**src/rtl/ffra_pkg.sv**
```systemverilog
// ffra_pkg: shared constants, types and codes for the first-fit run allocator.
// Used by ffra_word_eval and first_fit_run_allocator; depends on nothing.
`default_nettype none

package ffra_pkg;

	localparam int SLOT_COUNT_DEF = 2048;

	// occupancy map is held as words of WORD_W slots, one word per RAM row
	localparam int WORD_W = 32;
	localparam int OFS_W = 5;          // $clog2(WORD_W)

	localparam int START_W = 11;
	localparam int LEN_W = 12;
	localparam int BASE_W = 11;
	localparam int CNT_W = LEN_W + 1;  // free run count, stays below len + WORD_W

	localparam logic CMD_ALLOC = 1'b0;
	localparam logic CMD_FREE = 1'b1;

	typedef enum logic [2:0] {
		ST_CLEAR,
		ST_IDLE,
		ST_SCAN,
		ST_RANGE,
		ST_MARK,
		ST_DONE
	} state_t;

	// per-word scan result
	typedef struct packed {
		logic carry_hit;             // run coming in from lower words completes here
		logic inner_hit;             // a fitting run lies wholly inside this word
		logic [OFS_W-1:0] inner_pos; // lowest base of such a run
		logic all_free;
		logic [OFS_W:0] lead;        // free slots at the top of the word
	} eval_t;

endpackage

`default_nettype wire

```
**src/rtl/ffra_ram.sv**
```systemverilog
// ffra_ram: generic simple dual-port RAM, one write and one registered read port.
// No dependencies.
`default_nettype none

module ffra_ram #(
	parameter int WIDTH = 32,
	parameter int DEPTH = 64
) (
	input  wire logic                                     clk,
	input  wire logic                                     we,
	input  wire logic [((DEPTH > 1) ? $clog2(DEPTH) : 1)-1:0] waddr,
	input  wire logic [WIDTH-1:0]                         wdata,
	input  wire logic [((DEPTH > 1) ? $clog2(DEPTH) : 1)-1:0] raddr,
	output logic [WIDTH-1:0]                              rdata
);

	logic [WIDTH-1:0] mem [DEPTH];

	always_ff @(posedge clk) begin
		if (we) begin
			mem[waddr] <= wdata;
		end
		rdata <= mem[raddr];
	end

endmodule

`default_nettype wire

```
**src/rtl/ffra_word_eval.sv**
```systemverilog
// ffra_word_eval: first-fit search over one map word, given the free run carried in.
// Depends on ffra_pkg.
`default_nettype none

module ffra_word_eval (
	input  wire logic [ffra_pkg::WORD_W-1:0] used,
	input  wire logic [ffra_pkg::CNT_W-1:0]  cnt,
	input  wire logic [ffra_pkg::LEN_W-1:0]  len,
	output ffra_pkg::eval_t                  ev
);

	localparam int W = ffra_pkg::WORD_W;
	localparam int OW = ffra_pkg::OFS_W;

	logic [OW:0]      trail;
	logic [OW:0]      lead;
	logic [W-1:0]     lmask;
	logic [W-1:0]     win;
	logic [2*W-1:0]   ext;
	logic [OW-1:0]    pos;
	logic             fits;

	always_comb begin
		trail = (OW + 1)'(W);
		for (int i = W - 1; i >= 0; i--) begin
			if (used[i]) begin
				trail = (OW + 1)'(i);
			end
		end
		lead = (OW + 1)'(W);
		for (int i = 0; i < W; i++) begin
			if (used[i]) begin
				lead = (OW + 1)'(W - 1 - i);
			end
		end
		for (int i = 0; i < W; i++) begin
			lmask[i] = ffra_pkg::LEN_W'(i) < len;
		end
		// ones above the word block windows that would run into the next word
		ext = {{W{1'b1}}, used};
		for (int s = 0; s < W; s++) begin
			win[s] = (ext[s +: W] & lmask) == '0;
		end
		fits = (len != '0) && (len <= ffra_pkg::LEN_W'(W));
		pos = '0;
		for (int s = W - 1; s >= 0; s--) begin
			if (win[s]) begin
				pos = OW'(s);
			end
		end
		ev.carry_hit = ({1'b0, cnt} + (ffra_pkg::CNT_W + 1)'(trail)) >=
			(ffra_pkg::CNT_W + 1)'(len);
		ev.inner_hit = fits && (win != '0);
		ev.inner_pos = pos;
		ev.all_free = used == '0;
		ev.lead = lead;
	end

endmodule

`default_nettype wire

```
**src/rtl/first_fit_run_allocator.sv**
```systemverilog
// first_fit_run_allocator: slot occupancy map with first-fit run allocation and range free.
// Depends on ffra_pkg, ffra_ram, ffra_word_eval.
//
// Usage: drive cmd, start_index and run_length and raise start; the command
// transfers at the rising edge where start is high and busy is low. busy then
// stays high until the result has gone out. The result (ok, base_index) is
// valid for exactly one cycle while done is high; the receiver cannot stall.
// The map sits in a RAM of 32-slot words. Allocate reads one word per cycle
// through the word evaluator, carrying the free run across words, until the
// first fitting run; then the run is marked by read-modify-write, one word per
// cycle. Free goes straight to that marking pass with the clamped range.
// At SLOT_COUNT = 2048 the map holds 64 words. Allocate of zero length or of more
// than SLOT_COUNT slots, and free of an empty range, go straight to the result.
// Reset: a clearing pass writes every word free, one word per cycle, with busy
// high; the first command follows it.
`default_nettype none

module first_fit_run_allocator #(
	parameter int SLOT_COUNT = ffra_pkg::SLOT_COUNT_DEF
) (
	input  wire logic                         clk,
	input  wire logic                         arst_n,
	input  wire logic                         start,
	input  wire logic                         cmd,
	input  wire logic [ffra_pkg::START_W-1:0] start_index,
	input  wire logic [ffra_pkg::LEN_W-1:0]   run_length,
	output logic                              busy,
	output logic                              done,
	output logic                              ok,
	output logic [ffra_pkg::BASE_W-1:0]       base_index
);

	localparam int W = ffra_pkg::WORD_W;
	localparam int OW = ffra_pkg::OFS_W;
	localparam int NW = (SLOT_COUNT + W - 1) / W;
	localparam int AW = (NW > 1) ? $clog2(NW) : 1;
	localparam int WC_W = AW + 1;
	localparam int PW = $clog2(NW * W + 2 ** ffra_pkg::LEN_W);
	localparam int LAST_VALID = SLOT_COUNT - (NW - 1) * W;
	// slots past the pool's end in the last word count as used
	localparam logic [W-1:0] LAST_PAD = ~({W{1'b1}} >> (W - LAST_VALID));

	ffra_pkg::state_t state_q, state_d;

	logic                        cmd_q;
	logic [ffra_pkg::LEN_W-1:0]  len_q;
	logic [ffra_pkg::LEN_W-1:0]  lenm1_q;
	logic [PW-1:0]               lo_q;
	logic [WC_W-1:0]             hw_q;
	logic [OW-1:0]               hoff_q;
	logic [WC_W-1:0]             rd_q;
	logic                        ev_v_q;
	logic [AW-1:0]               ev_q;
	logic [ffra_pkg::CNT_W-1:0]  cnt_q;
	logic [PW-1:0]               run_base_q;
	logic                        ok_q;
	logic [ffra_pkg::BASE_W-1:0] base_q;

	logic                        ram_we;
	logic [AW-1:0]               ram_waddr;
	logic [W-1:0]                ram_wdata;
	logic [W-1:0]                ram_rdata;
	logic [W-1:0]                used_word;
	ffra_pkg::eval_t             ev;

	logic                        free_skip;
	logic                        alloc_skip;
	logic                        last_word;
	logic [PW-1:0]               word_base;
	logic [PW-1:0]               inner_base;
	logic [PW-1:0]               hm1;
	logic [W-1:0]                m_lo;
	logic [W-1:0]                m_hi;
	logic [W-1:0]                mask;

	ffra_ram #(
		.WIDTH(W),
		.DEPTH(NW)
	) u_map (
		.clk  (clk),
		.we   (ram_we),
		.waddr(ram_waddr),
		.wdata(ram_wdata),
		.raddr(rd_q[AW-1:0]),
		.rdata(ram_rdata)
	);

	assign last_word = ev_q == AW'(NW - 1);
	assign used_word = ram_rdata | (last_word ? LAST_PAD : '0);

	ffra_word_eval u_eval (
		.used(used_word),
		.cnt (cnt_q),
		.len (len_q),
		.ev  (ev)
	);

	assign free_skip = (PW'(start_index) >= PW'(SLOT_COUNT)) || (run_length == '0);
	assign alloc_skip = (run_length == '0) || (PW'(run_length) > PW'(SLOT_COUNT));
	assign word_base = PW'({ev_q, {OW{1'b0}}});
	assign inner_base = PW'({ev_q, ev.inner_pos});
	assign hm1 = ((lo_q + PW'(lenm1_q)) >= PW'(SLOT_COUNT)) ? PW'(SLOT_COUNT - 1) :
		lo_q + PW'(lenm1_q);

	// bits of the marked range that fall in the current word
	assign m_lo = (WC_W'(ev_q) == WC_W'(lo_q >> OW)) ? ({W{1'b1}} << lo_q[OW-1:0]) :
		{W{1'b1}};
	assign m_hi = (WC_W'(ev_q) == hw_q) ? ({W{1'b1}} >> (OW'(W - 1) - hoff_q)) :
		{W{1'b1}};
	assign mask = m_lo & m_hi;

	always_ff @(posedge clk or negedge arst_n) begin
		if (!arst_n) begin
			state_q <= ffra_pkg::ST_CLEAR;
		end else begin
			state_q <= state_d;
		end
	end

	always_comb begin
		state_d = state_q;
		ram_we = 1'b0;
		ram_waddr = ev_q;
		ram_wdata = '0;
		busy = state_q != ffra_pkg::ST_IDLE;
		done = state_q == ffra_pkg::ST_DONE;
		case (state_q)
			ffra_pkg::ST_CLEAR: begin
				ram_we = 1'b1;
				ram_waddr = rd_q[AW-1:0];
				if (rd_q == WC_W'(NW - 1)) begin
					state_d = ffra_pkg::ST_IDLE;
				end
			end
			ffra_pkg::ST_IDLE: begin
				if (start) begin
					if (cmd == ffra_pkg::CMD_FREE) begin
						state_d = free_skip ? ffra_pkg::ST_DONE : ffra_pkg::ST_RANGE;
					end else begin
						state_d = alloc_skip ? ffra_pkg::ST_DONE : ffra_pkg::ST_SCAN;
					end
				end
			end
			ffra_pkg::ST_SCAN: begin
				if (ev_v_q) begin
					if (ev.carry_hit || ev.inner_hit) begin
						state_d = ffra_pkg::ST_RANGE;
					end else if (last_word) begin
						state_d = ffra_pkg::ST_DONE;
					end
				end
			end
			ffra_pkg::ST_RANGE: begin
				state_d = ffra_pkg::ST_MARK;
			end
			ffra_pkg::ST_MARK: begin
				if (ev_v_q) begin
					ram_we = 1'b1;
					ram_wdata = (cmd_q == ffra_pkg::CMD_ALLOC) ? (ram_rdata | mask) :
						(ram_rdata & ~mask);
					if (WC_W'(ev_q) == hw_q) begin
						state_d = ffra_pkg::ST_DONE;
					end
				end
			end
			ffra_pkg::ST_DONE: begin
				state_d = ffra_pkg::ST_IDLE;
			end
			default: begin
				state_d = ffra_pkg::ST_IDLE;
			end
		endcase
	end

	always_ff @(posedge clk or negedge arst_n) begin
		if (!arst_n) begin
			rd_q <= '0;
			ev_v_q <= 1'b0;
		end else begin
			case (state_q)
				ffra_pkg::ST_CLEAR: begin
					rd_q <= rd_q + 1'b1;
				end
				ffra_pkg::ST_IDLE: begin
					rd_q <= '0;
					ev_v_q <= 1'b0;
				end
				ffra_pkg::ST_SCAN, ffra_pkg::ST_MARK: begin
					// read pointer runs one word ahead of the data being evaluated
					rd_q <= rd_q + 1'b1;
					ev_v_q <= (state_q == ffra_pkg::ST_SCAN) ? (rd_q < WC_W'(NW)) :
						(rd_q <= hw_q);
				end
				ffra_pkg::ST_RANGE: begin
					rd_q <= WC_W'(lo_q >> OW);
					ev_v_q <= 1'b0;
				end
				default: begin
					ev_v_q <= 1'b0;
				end
			endcase
		end
	end

	always_ff @(posedge clk) begin
		case (state_q)
			ffra_pkg::ST_IDLE: begin
				if (start) begin
					cmd_q <= cmd;
					len_q <= run_length;
					lenm1_q <= run_length - 1'b1;
					lo_q <= PW'(start_index);
					cnt_q <= '0;
					run_base_q <= '0;
					ok_q <= cmd == ffra_pkg::CMD_FREE;
					base_q <= '0;
				end
			end
			ffra_pkg::ST_SCAN: begin
				ev_q <= rd_q[AW-1:0];
				if (ev_v_q) begin
					if (ev.carry_hit) begin
						lo_q <= run_base_q;
						ok_q <= 1'b1;
						base_q <= run_base_q[ffra_pkg::BASE_W-1:0];
					end else if (ev.inner_hit) begin
						lo_q <= inner_base;
						ok_q <= 1'b1;
						base_q <= inner_base[ffra_pkg::BASE_W-1:0];
					end else if (ev.all_free) begin
						cnt_q <= cnt_q + ffra_pkg::CNT_W'(W);
					end else begin
						// restart the run after the highest used slot of this word
						cnt_q <= ffra_pkg::CNT_W'(ev.lead);
						run_base_q <= word_base + PW'(W) - PW'(ev.lead);
					end
				end
			end
			ffra_pkg::ST_RANGE: begin
				hw_q <= WC_W'(hm1 >> OW);
				hoff_q <= hm1[OW-1:0];
			end
			ffra_pkg::ST_MARK: begin
				ev_q <= rd_q[AW-1:0];
			end
			default: begin
			end
		endcase
	end

	assign ok = ok_q;
	assign base_index = base_q;

endmodule

`default_nettype wire

```
**config.mk**
```make
export PLATFORM = sky130hd
export DESIGN_NAME = first_fit_run_allocator
export DESIGN_NICKNAME = d
export VERILOG_FILES = /design/src/rtl/ffra_pkg.sv /design/src/rtl/ffra_ram.sv /design/src/rtl/ffra_word_eval.sv /design/src/rtl/first_fit_run_allocator.sv
export SDC_FILE = /design/constraint.sdc
export NUM_CORES = 2
export LEC_CHECK = 0
export CORE_MARGIN = 5
export CORE_UTILIZATION = 45
export DETAILED_ROUTE_END_ITERATION = 16
export DONT_BUFFER_PORTS = 1
export GPL_TIMING_DRIVEN = 0
export PLACE_DENSITY = 0.65
export SYNTH_ARGS = -nofsm -noshare
export SYNTH_HDL_FRONTEND = slang
export SYNTH_SLANG_ARGS = --single-unit
```
**constraint.sdc**
```tcl
create_clock -name clk -period 21 [get_ports clk]
set_input_delay 4.2 -clock clk [delete_from_list [all_inputs] [get_ports clk]]
set_output_delay 4.2 -clock clk [all_outputs]
set_load 0.005 [all_outputs]
```
==> flow_metrics.py <==
metrics = {
    "sta": {
        "slew_headroom_pct": -6.052,
        "fmax_mhz": 89.10,
        "final-max-slew-violation-count": 31,
        "tightest_slew_ns": 1.551,
        "period_share_pct": 53.44,
        "fin_setup_tns_ns": 0,
        "finClkSkew_ns": 0.05866,
        "holdWs_ns": 0.4917,
        "finalHoldViolCount": 0,
        "rsz0062_at_grt": "no",
        "post-route-min-period_ns": 11.22,
        "setup_viol": 0,
    },
    "clock_tree": {
        "htreeDepth": 4,
        "post-cts-setup-buffers": 0,
        "clk_latency_ns": 0.87,
        "cts_resized": 0,
        "tritoncts": "built",
        "path_clk_slew_ns": 0.07,
        "cts_sinks": 2185,
        "cts_root_buf": "clkbuf_16",
        "ctsHoldBuffers": 0,
        "cts_buffer_depth": 3,
        "cts_made_buffers": 217,
    },
    "floorplan": {
        "fp.dieH_um": 460.7,
        "ioPinCount": 41,
        "initial_core_util_pct": 45.22,
        "rows": 165,
        "core-area_um2": 202100,
        "die_width_um": 460.7,
        "die_area_um2": 212200,
    },
    "placement": {
        "portBuffers": 0,
        "hpwl_mm": 216.4,
        "place_inst": 7502,
        "place.gp.congestion": 0.9845,
    },
    "power_and_ir_drop": {
        "p_leak_nw": 34.75,
        "power_density_nw_per_um2": 125.6,
        "ir_drop_mv": 0.09123,
    },
    "setup_path": {
        "critical_path.max_stage_delay_ns": 1.03,
        "crit_top_cell": "a21o_1",
        "reg2reg_depth": 34,
        "end_kind": "register",
        "arrival_ns": 11.69,
        "worstPathRequired_ns": 21.46,
        "start_kind": "register",
        "worstSetupPathType": "reg2reg",
        "cp_slowest_cell": "a21boi_1",
        "cp_max_fo": 13,
    },
    "grt": {
        "grt_pass1_vias": 50530,
        "grt_max_degree": 43,
        "grt-ovfl-total": 0,
        "grt_pass1_wl_mm": 421.6,
        "antenna_found_initial": 19,
        "grt_usage_pct": 28.96,
    },
    "logic_synthesis": {
        "synth_edf_count": 2142,
        "synth_largest_area_cell": "edfxtp_1",
        "yosys-top-cells-count": "edfxtp_1, mux4_2, nor2_1",
        "ys_seq_area_share_pct": 71.38,
        "synthArstFlopShare_pct": 0.5034,
        "synth-seq-cells": 2185,
        "synth_flop_cell": "edfxtp_1",
        "yosysWarnings": 0,
        "syn-num-nets": 4770,
        "synth.area.top_cells": "edfxtp_1, mux4_2, nor2_1",
        "netlist_area_um2": 91390,
        "syn-instance-count": 4689,
        "synth_cell_type_count": 106,
        "yosysMostFrequentCell": "edfxtp_1",
        "synthDominantCellAreaShare_pct": 70.38,
        "syn_area_per_cell_um2": 19.49,
    },
    "route": {
        "first_pass_iters": 8,
        "num_vias": 52290,
        "drt_wl_total_mm": 307.6,
        "wl_per_cell_um": 38.90,
        "drtIter0Drc": 7266,
        "via_per_inst": 6.611,
        "drt.antenna.violating_nets": 0,
        "post-route-drc-count": 0,
    },
    "layout": {
        "drive_above_1_share_pct": 26.02,
        "instances_no_fill": 7909,
        "area_growth_pct": 15.39,
        "fillCellCount": 15630,
        "nNetsFinal": 5131,
    },
    "worst_hold_path": {
        "hp-class": "reg2reg",
        "hold_depth": 0,
    },
    "job": {
        "maxCapViolCount": 5,
    },
    "outcome": {
        "status": "complete, but fails checks",
        "violations": "capacitance limit, slew limit",
    },
}
## worst paths after layout
check / endpoint / from / slack (ns)
worst max-delay path: run_base_q[5] / u_map.rdata[31] / 9.78
worst min-delay path: ev_q[0] / rd_q[0] / 0.49
worst max register to register: run_base_q[5] / u_map.rdata[31] / 9.78
worst min register to register: ev_q[0] / rd_q[0] / 0.49
max in group asynchronous: rd_q[5] / arst_n / 17.85
min in group asynchronous: state_q[0] / arst_n / 3.03
## where the power goes
| part | switching [mW] | total [mW] | internal [mW] |
|---|---|---|---|
| Combinational | 2.72 | 4.25 | 1.53 |
| Clock | 1.67 | 3.90 | 2.23 |
| Sequential | 0.139 | 5.10 | 4.96 |
## registers in the layout (all words and copies together), names as in the netlist, 3 cells and up
signal       count
cnt_q           13
hoff_q           5
u_map.mem     2048
hw_q             7
rd_q             7
run_base_q      13
len_q           12
lo_q            13
state_q          3
lenm1_q         12
base_index      11
ev_q             6
u_map.rdata     32
## metal layers
metal | GRT usage, % | vias up | wire (um)
li1 | - | 20480 | -
met1 | 39.79 | 27960 | 118100
met2 | 44.25 | 3218 | 141200
met3 | 7.067 | 623 | 31870
met4 | 13.06 | 8 | 16430
met5 | 0 | - | 58
## worst max-delay path, delay by kind of cell, from the launching register on
family                   cells  cell delay, ns
buffers and inverters        5            2.79
AO/OA/AOI/OAI               19            5.32
adder cells (fa/ha/maj)      3            0.98
XOR/XNOR                     1            0.15
flip-flops                   1            0.70
AND/OR/NAND/NOR              6            0.87
## per-stage QoR
stage	util, %	setup slack [ns]	total power, mW	area (um^2)
final	52.18	9.777	13.24	105500
after floorplan	-	13.57	7.524	91390
after detailed placement	48.63	10.08	9.359	98280
after CTS	52.16	10.06	13.24	105400
after global placement	46.87	10.05	9.232	94730
after global routing	52.17	9.165	13.64	105400
## cells in the final DEF, fill, tap and decap left out, drive strengths merged, types with 52 or more instances in the layout
cell and n:
nand3 65, a21oi 139, inv 86, clkinv 91
a22oi 78, nor2 228, nand2 139, o21ai 96
edfxtp 2142, mux4 672, clkbuf 467, buf 264
ha 52
## layout make-up
type	instances	area (um^2)	share of cell area (%)
Sequential cell	2185	65240	61.86
Multi-Input combinational cell	2103	25240	23.94
Clock buffer	271	5674	5.380
Tap cell	2672	3343	3.170
Timing Repair Buffer	142	2696	2.557
Clock inverter	128	1471	1.395
Buffer	319	1469	1.393
Inverter	82	307.8	0.2919
Antenna cell	7	17.52	0.01661
## kinds of logic (layout without fill, tap and decap cells)
family | after synthesis | count (layout) | share of synthesized area, %
buffers and inverters | 401 | 942 | 1.934
AOI/OAI and AO/OA | 675 | 675 | 5.250
xor gates and xnor gates | 48 | 48 | 0.4600
and+or+nand+nor | 646 | 646 | 3.573
other | 1 | 8 | 0.004103
DFF | 2185 | 2185 | 71.38
muxes | 677 | 677 | 16.62
adders and majority gates | 56 | 56 | 0.7776
(Power assumes the default switching activity.)
